==> src/sv/pdbg_pkg.sv <==
`timescale 1ns / 1ps

package pdbg_pkg;

    // controller states
    typedef enum logic [2:0] {
        S_INIT,
        S_IDLE,
        S_CLEAR,
        S_RD1,
        S_RD0
    } pdbg_state_t;

    // register indexes on the configuration port
    localparam logic REG_WORD_BITS = 1'b0;

    // width of the word length register
    localparam int unsigned WBITS_W = 4;

    // commands from controller to datapath
    typedef struct packed {
        logic init_step;     // reset sweep: write zero at sweep address
        logic clr_step;      // restart sweep: clear entry, mark word zero
        logic rd_zero;       // read the append-0 candidate
        logic mark_one;      // take the append-1 candidate
        logic mark_zero;     // take the append-0 candidate
        logic emit_restart;  // load the restart word into the output
        logic emit_exh;      // load an exhausted word into the output
    } pdbg_cmd_t;

    // status from datapath to controller
    typedef struct packed {
        logic go_restart;    // incoming word starts the sequence anew
        logic go_exh;        // sequence already complete
        logic clr_at_mask;   // sweep address at the last entry of the code
        logic clr_at_top;    // sweep address at the last entry of the map
        logic rd_hit;        // candidate read back as visited
        logic out_free;      // output register can take a word
    } pdbg_sts_t;

endpackage

==> src/sv/pdbg_ctrl.sv <==
`timescale 1ns / 1ps

module pdbg_ctrl
    import pdbg_pkg::*;
(
    input  logic      clk,
    input  logic      rst_n,
    input  logic      in_valid,
    output logic      in_ready,
    input  pdbg_sts_t sts,
    output pdbg_cmd_t cmd
);

    pdbg_state_t state_reg;
    pdbg_state_t state_next;

    // state register
    always_ff @(posedge clk or negedge rst_n)
    begin
        if (!rst_n)
        begin
            state_reg <= S_INIT;
        end
        else
        begin
            state_reg <= state_next;
        end
    end

    // next state and commands
    always_comb
    begin
        state_next = state_reg;
        cmd        = '0;
        in_ready   = 1'b0;
        unique case (state_reg)
            S_INIT:
            begin
                cmd.init_step = 1'b1;
                if (sts.clr_at_top)
                begin
                    state_next = S_IDLE;
                end
            end
            S_IDLE:
            begin
                in_ready = sts.out_free;
                if (in_valid && sts.out_free)
                begin
                    priority if (sts.go_restart)
                    begin
                        state_next = S_CLEAR;
                    end
                    else if (sts.go_exh)
                    begin
                        cmd.emit_exh = 1'b1;
                    end
                    else
                    begin
                        // append-1 candidate is read by default
                        state_next = S_RD1;
                    end
                end
            end
            S_CLEAR:
            begin
                cmd.clr_step = 1'b1;
                if (sts.clr_at_mask)
                begin
                    cmd.emit_restart = 1'b1;
                    state_next       = S_IDLE;
                end
            end
            S_RD1:
            begin
                if (!sts.rd_hit)
                begin
                    cmd.mark_one = 1'b1;
                    state_next   = S_IDLE;
                end
                else
                begin
                    cmd.rd_zero = 1'b1;
                    state_next  = S_RD0;
                end
            end
            S_RD0:
            begin
                if (!sts.rd_hit)
                begin
                    cmd.mark_zero = 1'b1;
                end
                else
                begin
                    cmd.emit_exh = 1'b1;
                end
                state_next = S_IDLE;
            end
            default:
            begin
                state_next = S_INIT;
            end
        endcase
    end

endmodule

==> config.mk <==
export PLATFORM = sky130hd
export DESIGN_NAME = pdbg_ctrl
export DESIGN_NICKNAME = d
export VERILOG_FILES = /design/src/sv/pdbg_pkg.sv /design/src/sv/pdbg_ctrl.sv
export SDC_FILE = /design/constraint.sdc
export NUM_CORES = 1
export LEC_CHECK = 0
export BUFFER_PORTS_ARGS = -buffer_cell sky130_fd_sc_hd__buf_2
export CAP_MARGIN = 10
export CORE_AREA = 2 2 39 41
export CTS_CLUSTER_DIAMETER = 120
export DETAILED_ROUTE_END_ITERATION = 12
export DIE_AREA = 0 0 41 43
export GPL_TIMING_DRIVEN = 0
export PLACE_DENSITY = 0.51
export SLEW_MARGIN = 20
export SYNTH_ARGS = -nofsm -noshare
export SYNTH_HDL_FRONTEND = slang
export SYNTH_SLANG_ARGS = --single-unit
==> constraint.sdc <==
create_clock -name clk -period 2.1 [get_ports clk]
set_input_delay 0.63 -clock clk [delete_from_list [all_inputs] [get_ports clk]]
set_output_delay 0.63 -clock clk [all_outputs]
set_load 0.02 [all_outputs]
==> results of run 1 <==
-- layout make-up --
| type | instances | area share [%] |
|---|---|---|
| multi-input combinational | 31 | 46.1 |
| timing repair buffer | 17 | 23.6 |
| sequential | 3 | 17.3 |
| clock buffer | 4 | 6.05 |
| tap | 16 | 4.61 |
| buffer | 2 | 2.31 |
-- worst min-delay path by stage --
stage | end | slack, ps
2_1_floorplan | state_reg[0]$_DFFE_PN0P_ | 330
3_3_place_gp | state_reg[2]$_DFFE_PN0P_ | 430
3_5_place_dp | state_reg[2]$_DFFE_PN0P_ | 430
4_1_cts | state_reg[2]$_DFFE_PN0P_ | 180
5_1_grt | state_reg[2]$_DFFE_PN0P_ | 180
6_report | state_reg[2]$_DFFE_PN0P_ | 190
-- per-stage QoR --
step	hold slack, ps	util (%)	cells	TNS [ps]
2_1_floorplan	334	-	37	0
3_3_place_gp	427	27.4	69	-117
3_5_place_dp	428	27.4	69	-113
4_1_cts	177	31.0	74	0
5_1_grt	177	31.4	73	-22.1
6_report	185	31.4	73	0
-- power groups by stage --
stage | Clock, W | Combinational (W) | Sequential, W
2_1_floorplan | 0 | 0.000147 | 0.0000877
3_3_place_gp | 0 | 0.000200 | 0.0000933
3_5_place_dp | 0 | 0.000201 | 0.0000928
4_1_cts | 0.000106 | 0.000207 | 0.0000925
5_1_grt | 0.000114 | 0.000229 | 0.000100
6_report | 0.000101 | 0.000203 | 0.0000976
-- synth_stat cells, drive strengths merged --
master,count,share of area (%)
a21oi,3,6.7
and2b,1,2.7
and3,3,6.7
and4bb,1,4.5
buf,2,3.6
clkbuf,1,1.3
dfrtp,3,27
nand2,3,4.0
nand3,1,3.6
nand3b,1,2.7
nand4,1,2.2
nor2,4,5.4
nor2b,4,9.0
nor3,2,3.6
nor4b,1,3.1
o211ai,1,2.7
o21ai,2,3.6
or2,1,2.2
or3,1,2.2
or3b,1,3.1
-- cells by family (layout without fill, tap and decap cells) --
family,after synthesis,after routing
buffers and inverters,3,23
DFF,3,3
AOI/OAI and AO/OA,6,6
and+or+nand+nor,25,25
-- what timing repair did --
item / CTS / global route
hold buffers: 0 / 0
resized for setup: 4 / 4
endpoints found under the setup margin: 1 / 5
buffers inserted: 1 / 0
pin swaps: 1 / 2
-- layer usage --
layer | GRT usage [%] | share of wire [%] | vias to the layer above
met5 | 0 | 0 | -
met4 | 4.00 | 0 | 0
met3 | 6.28 | 7.6 | 0
met2 | 12.5 | 43 | 15
met1 | 13.8 | 49 | 136
li1 | - | - | 171
-- critical path, stage by stage --
cell     delay, ps
buf_6          100
nor2b_4        100
or3b_1         360
a21oi_2        140
buf_4          140
==> flow_summary.yaml, run 1 <==
setup_path:
  crit_fanout: 2
  cp.arrival_ps: 1460
  startpoint_type: "input port"
  crit_required_ps: 1470
  crit_start: "sts[5]"
  reg2reg_depth: 3
  r2r_start: "state_reg[2]$_DFFE_PN0P_"
  endpoint_kind: "primary output"
  r2r_end: "state_reg[0]$_DFFE_PN0P_"
  critical_path_class: "in -> out"
  r2r_slack_ps: 930
  endpoint: "cmd[0]"
detailed_routing:
  vias_per_cell: 4.41
  via_count: 322
  drt_iter0_drc: 6
  avgRoutedWirePerCell_um: 9.89
  totalWireLength_um: 722
  firstDrtPassIters: 2
  ant_nets: 0
  drcViolationCount: 0
final_layout:
  mostFrequentLayoutCell: "buf_2"
  fin_nets: 67
  diodes: 0
  largest_reg_flops: 3
  seqCellArea_sq_um: 75.1
  area_growth_pct: 55.6
  multi_input_area_sq_um: 200
  final_cell_mix: "buf_2, nor2_1"
  finalInstanceArea_sq_um: 434
  drive_gt1_share_pct: 47.4
  n_fill_cell: 152
pwr:
  pwr-share-seq_pct: 24.3
  switching_share_pct: 41.5
  p_int_w: 0.000235
  p_comb_share_pct: 50.5
  power.switching_w: 0.000167
  power.leakage_nw: 0.221
  power_density_nw_per_um2: 924
  total_power_w: 0.000401
  ir_drop_uv: 281
  pwr-share-clk_pct: 25.1
floorplanning:
  core-area_sq_um: 1380
  die_y_um: 43
  row_count: 14
  die_area_sq_um: 1760
  io_pins: 17
  die_x_um: 41
  initial_core_util_pct: 20.2
cts:
  numClockSinks: 3
  cts_made_buffers: 3
  clkTransAtPathRegs_ps: 40
  clk_path_buf_depth: 2
  cts_root_buf: "clkbuf_4"
  clock_latency_ps: 230
  cts_tree: "yes"
  htreeDepth: 1
placed_design:
  dp_slack_ps: -113
  io_buffers: 16
  post_dp_cell_area_sq_um: 379
  routabilityCongestion: 0.732
sta:
  setup_ws_ps: 5.19
  hold_viol: 0
  fmax_ghz: 0.477
  finalMaxSlewViolations: 0
  finClkSkew_ps: 0.710
  finalSetupViolCount: 0
  post-route-period-util_pct: 99.8
  min_period_ps: 2090
  rsz0062_at_grt: "yes"
  slew_headroom_pct: 78.2
  worst_pin_slew_ps: 326
logic_synthesis:
  yosysWarnings: 0
  ys_types: 21
  synthAdderAreaFrac_pct: 0
  ys_seq_elements: 3
  synth-compound-area-share_pct: 13.0
  synth.cell_area_sq_um: 279
  syn_avg_cell_area_sq_um: 7.54
  muxShareOfSynthArea_pct: 0
  syn_inst: 37
  synth_top_family_by_area: "simple AND/OR/NAND/NOR gates"
  synthXorXnorAreaFrac_pct: 0
  synth-simple-area-share_pct: 55.2
  ys_seq_area_share_pct: 26.9
  syn_nets: 46
global_route:
  grt_pass1_wl_mm: 1.18
  grtUsageTotal_pct: 10.1
  first_global_vias: 293
  grt_max_degree: 11
  antenna_found_initial: 0
  grt_overflow_total: 0
job:
  cap_violations: 0
outcome:
  status: "complete, no violations"
hold_path:
  worstHoldPathType: "in -> async"
Note: power is estimated with default switching activity, not from simulation.
==> run 2, diff against run 1 <==
BUFFER_PORTS_ARGS = default   (was -buffer_cell sky130_fd_sc_hd__buf_2)
DONT_BUFFER_PORTS = 1   (was default)
PLACE_DENSITY = 0.41   (was 0.51)
RECOVER_POWER = 25   (was default)
clock period = 1.8 ns   (was 2.1 ns; I/O delays follow)
==> run 2 against run 1 <==
Against the previous run:
- the flow now finishes with violations (setup timing)
- via count fell by 0.93%
- final area is 4.3% higher
- core utilization up 1.4 points
- sequential power up 11%
- clock power grew 20%
- setup slack worse by 29 ps
- worst hold slack better by 290 ps
- clock skew is 2.1 ps higher
- register-to-register slack worse by 360 ps
- critical path depth decreased by 2
- non-clock buffer count decreased by 11
- cell count fell by 15%
- critical endpoint unchanged
- largest cell class unchanged
- largest power group unchanged
- highest routed layer is now met4
==> flow_summary.yaml, run 2 (synthesis gave the netlist of run 1 again) <==
setup_path:
  crit_required_ps: 1260
  cp_slowest_cell: "dfrtp_2"
  startpoint_type: "register"
  cp.arrival_ps: 1280
  cpPeakStageDelay_ps: 390
  endpoint_kind: "primary output"
  crit_family: "simple AND/OR/NAND/NOR gates"
  critical_path_class: "reg -> out"
  cp.depth: 3
  path_buf_inv: 0
  path_cells: "nand3_2 -> or3b_4 -> a21oi_4"
  crit_fanout: 3
  crit_start: "state_reg[0]$_DFFE_PN0P_"
  reg2reg_depth: 4
  r2r_start: "state_reg[2]$_DFFE_PN0P_"
final_layout:
  fin_util_pct: 32.7
  finalInstanceArea_sq_um: 453
  drive_gt1_share_pct: 52.2
  mostFrequentLayoutCell: "buf_4"
  area_growth_pct: 62.3
  largest_reg_flops: 3
  fin_nets: 56
  final_cell_mix: "buf_4, nor2_1, clkbuf_4"
  diodes: 0
global_route:
  grt_use_met3_pct: 5.76
  first_global_vias: 304
  grtUsageMet2_pct: 17.8
  use_met1_pct: 10.3
  antenna_found_initial: 0
  grtUsageTotal_pct: 11.5
  busiest_layer: "met2"
  grt_pass1_wl_mm: 1.27
  grt_overflow_total: 0
  grt_max_degree: 11
placed_design:
  post_dp_cell_area_sq_um: 318
  dp_slack_ps: -26.5
  hpwlAfterDp_um: 543
  io_buffers: 0
  routabilityCongestion: 0.684
outcome:
  status: "complete, but fails checks"
  violations: "setup timing"
detailed_routing:
  ant_nets: 0
  via_count: 319
  totalWireLength_um: 846
  drt_iter0_drc: 6
  firstDrtPassIters: 4
  vias_per_cell: 5.15
  avgRoutedWirePerCell_um: 13.6
  drcViolationCount: 0
sta:
  finClkSkew_ps: 2.85
  setup_ws_ps: -24.1
  fmax_ghz: 0.548
  finalMaxSlewViolations: 0
  worst_pin_slew_ps: 375
  hold_viol: 0
  worst_hold_slack_ps: 475
  post-route-period-util_pct: 101
  finalSetupViolCount: 1
  rsz0062_at_grt: "yes"
  min_period_ps: 1820
  slew_headroom_pct: 74.9
cts:
  clk_path_buf_depth: 2
  cts_made_buffers: 3
  clkTransAtPathRegs_ps: 40
  cts_tree: "yes"
  numClockSinks: 3
  cts_root_buf: "clkbuf_4"
  clock_latency_ps: 240
  htreeDepth: 1
hold_path:
  worstHoldPathType: "in -> reg"
  holdCritStartpoint: "sts[3]"
  hold-path-cell-count: 3
pwr:
  power_density_nw_per_um2: 1240
  power.leakage_nw: 0.173
  ir_drop_uv: 289
floorplanning:
  die_y_um: 43
  die_x_um: 41
  io_pins: 17
  row_count: 14
  initial_core_util_pct: 20.2
  die_area_sq_um: 1760
  core-area_sq_um: 1380
job:
  cap_violations: 0
==> run 2: cell types whose count changed in the layout (fill, tap and decap cells not counted), sizes merged <==
cell         change
buf             -11
clkbuf           -1
dlygate4sd3      +1
==> run 2: worst min-delay path, stage by stage <==
cell and delay (ps):
nor2_1 20, nand2_1 50, a21oi_1 60
==> run 2: final timing paths <==
check,slack [ps],to
worst max-delay path,-20,cmd[0]
worst min-delay path,480,state_reg[1]$_DFFE_PN0P_
worst max register to register,570,state_reg[0]$_DFFE_PN0P_
worst min register to register,620,state_reg[1]$_DFFE_PN0P_
max in group asynchronous,1090,state_reg[0]$_DFFE_PN0P_
min in group asynchronous,550,state_reg[2]$_DFFE_PN0P_
==> run 2: per-stage QoR <==
| stage | setup TNS [ps] | power [W] | cells |
|---|---|---|---|
| floorplan | 0 | 0.000282 | 37 |
| global placement | -20.8 | 0.000320 | 53 |
| detailed placement | -26.5 | 0.000319 | 53 |
| CTS | -69.5 | 0.000544 | 62 |
| global route | -110 | 0.000597 | 62 |
| finish | -24.1 | 0.000560 | 62 |
==> run 2: final cells by class <==
| class | instances | area [sq um] |
|---|---|---|
| plain buffers | 2 | 22.5 |
| fillers | 150 | 931 |
| repair buffers | 6 | 47.5 |
| multi-input cells | 31 | 260 |
| flip-flops and latches | 3 | 76.3 |
| clock buffers | 4 | 26.3 |
| well taps | 16 | 20.0 |
==> run 2: routing by layer <==
metal / share of wire (%) / routed length [um]
met5: 0 / 0
met4: 2.0 / 17
met3: 5.8 / 49
met2: 53 / 452
met1: 39 / 327
==> run 2: power breakdown <==
| group | total, W | switching, W | internal [W] |
|---|---|---|---|
| clock | 0.000121 | 0.0000375 | 0.0000832 |
| combinational | 0.000330 | 0.000181 | 0.000149 |
| sequential | 0.000108 | 0.0000200 | 0.0000884 |
==> run 2: timing repair <==
item / 4_1_cts / 5_1_grt
pin swaps: 2 / 4
gates resized for setup: 18 / 4
hold endpoints to repair: 3 / 0
setup buffers: 4 / 1
endpoints found under the setup margin: 7 / 7
hold buffers: 1 / 0
==> run 3, diff against run 2 <==
==> constraint.sdc (replaced) <==
create_clock -name clk -period 1.8 [get_ports clk]
set_input_delay 0.27 -clock clk [delete_from_list [all_inputs] [get_ports clk]]
set_output_delay 0.27 -clock clk [all_outputs]
set_load 0.02 [all_outputs]
==> run 3 against run 2 <==
Against the previous run:
- the flow now finishes without violations
- global-route usage increased by 0.10 points
- critical path depth down 1
- power down 19%
- register-to-register slack about the same
- die area stayed put
- first-iteration DRC count down 100%
- worst hold slack lost 280 ps
- flip-flop and latch count stayed put
- final area down 20%
- sequential power about the same
- maximum frequency grew 7.5%
- highest routed layer is now met3
==> flow_summary.yaml, run 3 (synthesis gave the netlist of run 1 again) <==
outcome:
  status: "complete, no violations"
cts:
  post_cts_buffers: 0
  clk_path_buf_depth: 2
  clock_latency_ps: 230
  cts_tree: "yes"
  cts_made_buffers: 3
  cts_root_buf: "clkbuf_4"
  clkTransAtPathRegs_ps: 40
  htreeDepth: 1
  numClockSinks: 3
pwr:
  power_density_nw_per_um2: 1240
  power.leakage_nw: 0.144
  ir_drop_uv: 362
  total_power_w: 0.000453
setup_path:
  r2r_start: "state_reg[1]$_DFFE_PN0P_"
  endpoint_kind: "primary output"
  crit_fanout: 10
  endpoint: "cmd[2]"
  startpoint_type: "register"
  r2r_slack_ps: 570
  crit_required_ps: 1530
  cp.arrival_ps: 1430
  crit_start: "state_reg[0]$_DFFE_PN0P_"
  r2r_end: "state_reg[0]$_DFFE_PN0P_"
  critical_path_class: "reg -> out"
  reg2reg_depth: 4
sta:
  setup_ws_ps: 103
  finalSetupTns_ps: 0
  hold_viol: 0
  finClkSkew_ps: 0.783
  slew_headroom_pct: 63.4
  worst_hold_slack_ps: 197
  finalMaxSlewViolations: 0
  min_period_ps: 1700
  fmax_ghz: 0.589
  rsz0062_at_grt: "no"
  finalSetupViolCount: 0
  post-route-period-util_pct: 94.3
  worst_pin_slew_ps: 548
global_route:
  grt_pass1_wl_mm: 1.39
  grt_overflow_total: 0
  antenna_found_initial: 0
  grtUsageTotal_pct: 11.6
  grt_max_degree: 11
  first_global_vias: 304
floorplanning:
  die_area_sq_um: 1760
  row_count: 14
  die_x_um: 41
  die_y_um: 43
  initial_core_util_pct: 20.2
  core-area_sq_um: 1380
  io_pins: 17
detailed_routing:
  drcViolationCount: 0
  firstDrtPassIters: 1
  avgRoutedWirePerCell_um: 13.0
  totalWireLength_um: 754
  ant_nets: 0
  drt_iter0_drc: 0
  via_count: 283
  vias_per_cell: 4.88
placed_design:
  routabilityCongestion: 0.676
  io_buffers: 0
  hpwlAfterDp_um: 545
  dp_slack_ps: 8.29
final_layout:
  largest_reg_flops: 3
  diodes: 0
  fin_util_pct: 26.3
  final_cell_mix: "nand2_1, and3_1, nor2_1, clkbuf_4"
  area_growth_pct: 30.5
  fin_nets: 52
  n_fill_cell: 168
  drive_gt1_share_pct: 35.7
hold_path:
  worstHoldPathType: "in -> reg"
job:
  cap_violations: 0
==> run 3: cell types whose count changed in the layout (fill, tap and decap cells not counted), moves of 2 or more <==
cell     before  now
buf_2         0    2
buf_4         5    0
buf_6         2    0
and3_1        1    3
nor2b_4       2    0
==> run 3: area by class of cell <==
class	instances	area, sq um	area share [%]
multi-input cells	31	216	59.5
clock buffers	4	26.3	7.22
repair buffers	1	10.0	2.75
flip-flops and latches	3	76.3	21.0
well taps	16	20.0	5.50
plain buffers	3	15.0	4.12
==> run 3: through the flow <==
step,std cells,cell area [sq um]
6_report,58,364
3_3_place_gp,53,299
5_1_grt,58,364
4_1_cts,58,342
3_5_place_dp,53,299
2_1_floorplan,37,279
==> run 3: metal layers <==
metal	GRT usage (%)	up-vias	share of wire (%)
li1	-	141	-
met1	15.1	134	42
met2	15.3	8	51
met3	4.19	0	6.2
met4	8.00	0	0
met5	0	-	0
==> run 3: where the power goes <==
part	switching, W	internal [W]	leakage (nW)
Sequential	0.0000226	0.0000882	0.0369
Combinational	0.000140	0.0000829	0.0919
Clock	0.0000357	0.0000831	0.0150
Total	0.000199	0.000254	0.144
==> run 3: timing repair <==
item	4_1_cts	5_1_grt
endpoints found under the setup margin	1	6
hold buffers	1	0
resized for setup	1	8
endpoints found under the hold margin	3	0
cloned	0	0
==> run 3: worst min-delay path by stage <==
stage / startpoint / endpoint / slack (ps) / cells after the start
detailed placement: rst_n / state_reg[1]$_DFFE_PN0P_ / -30 / 0
floorplan: rst_n / state_reg[0]$_DFFE_PN0P_ / -30 / 0
CTS: sts[1] / state_reg[2]$_DFFE_PN0P_ / 190 / 1
global route: sts[1] / state_reg[2]$_DFFE_PN0P_ / 190 / 1
finish: sts[1] / state_reg[2]$_DFFE_PN0P_ / 200 / 1
global placement: rst_n / state_reg[1]$_DFFE_PN0P_ / -30 / 0
==> run 3: critical path: stages (launching register included) <==
cell and delay, ps:
dfrtp_2 440, clkbuf_2 210, nor4b_2 550
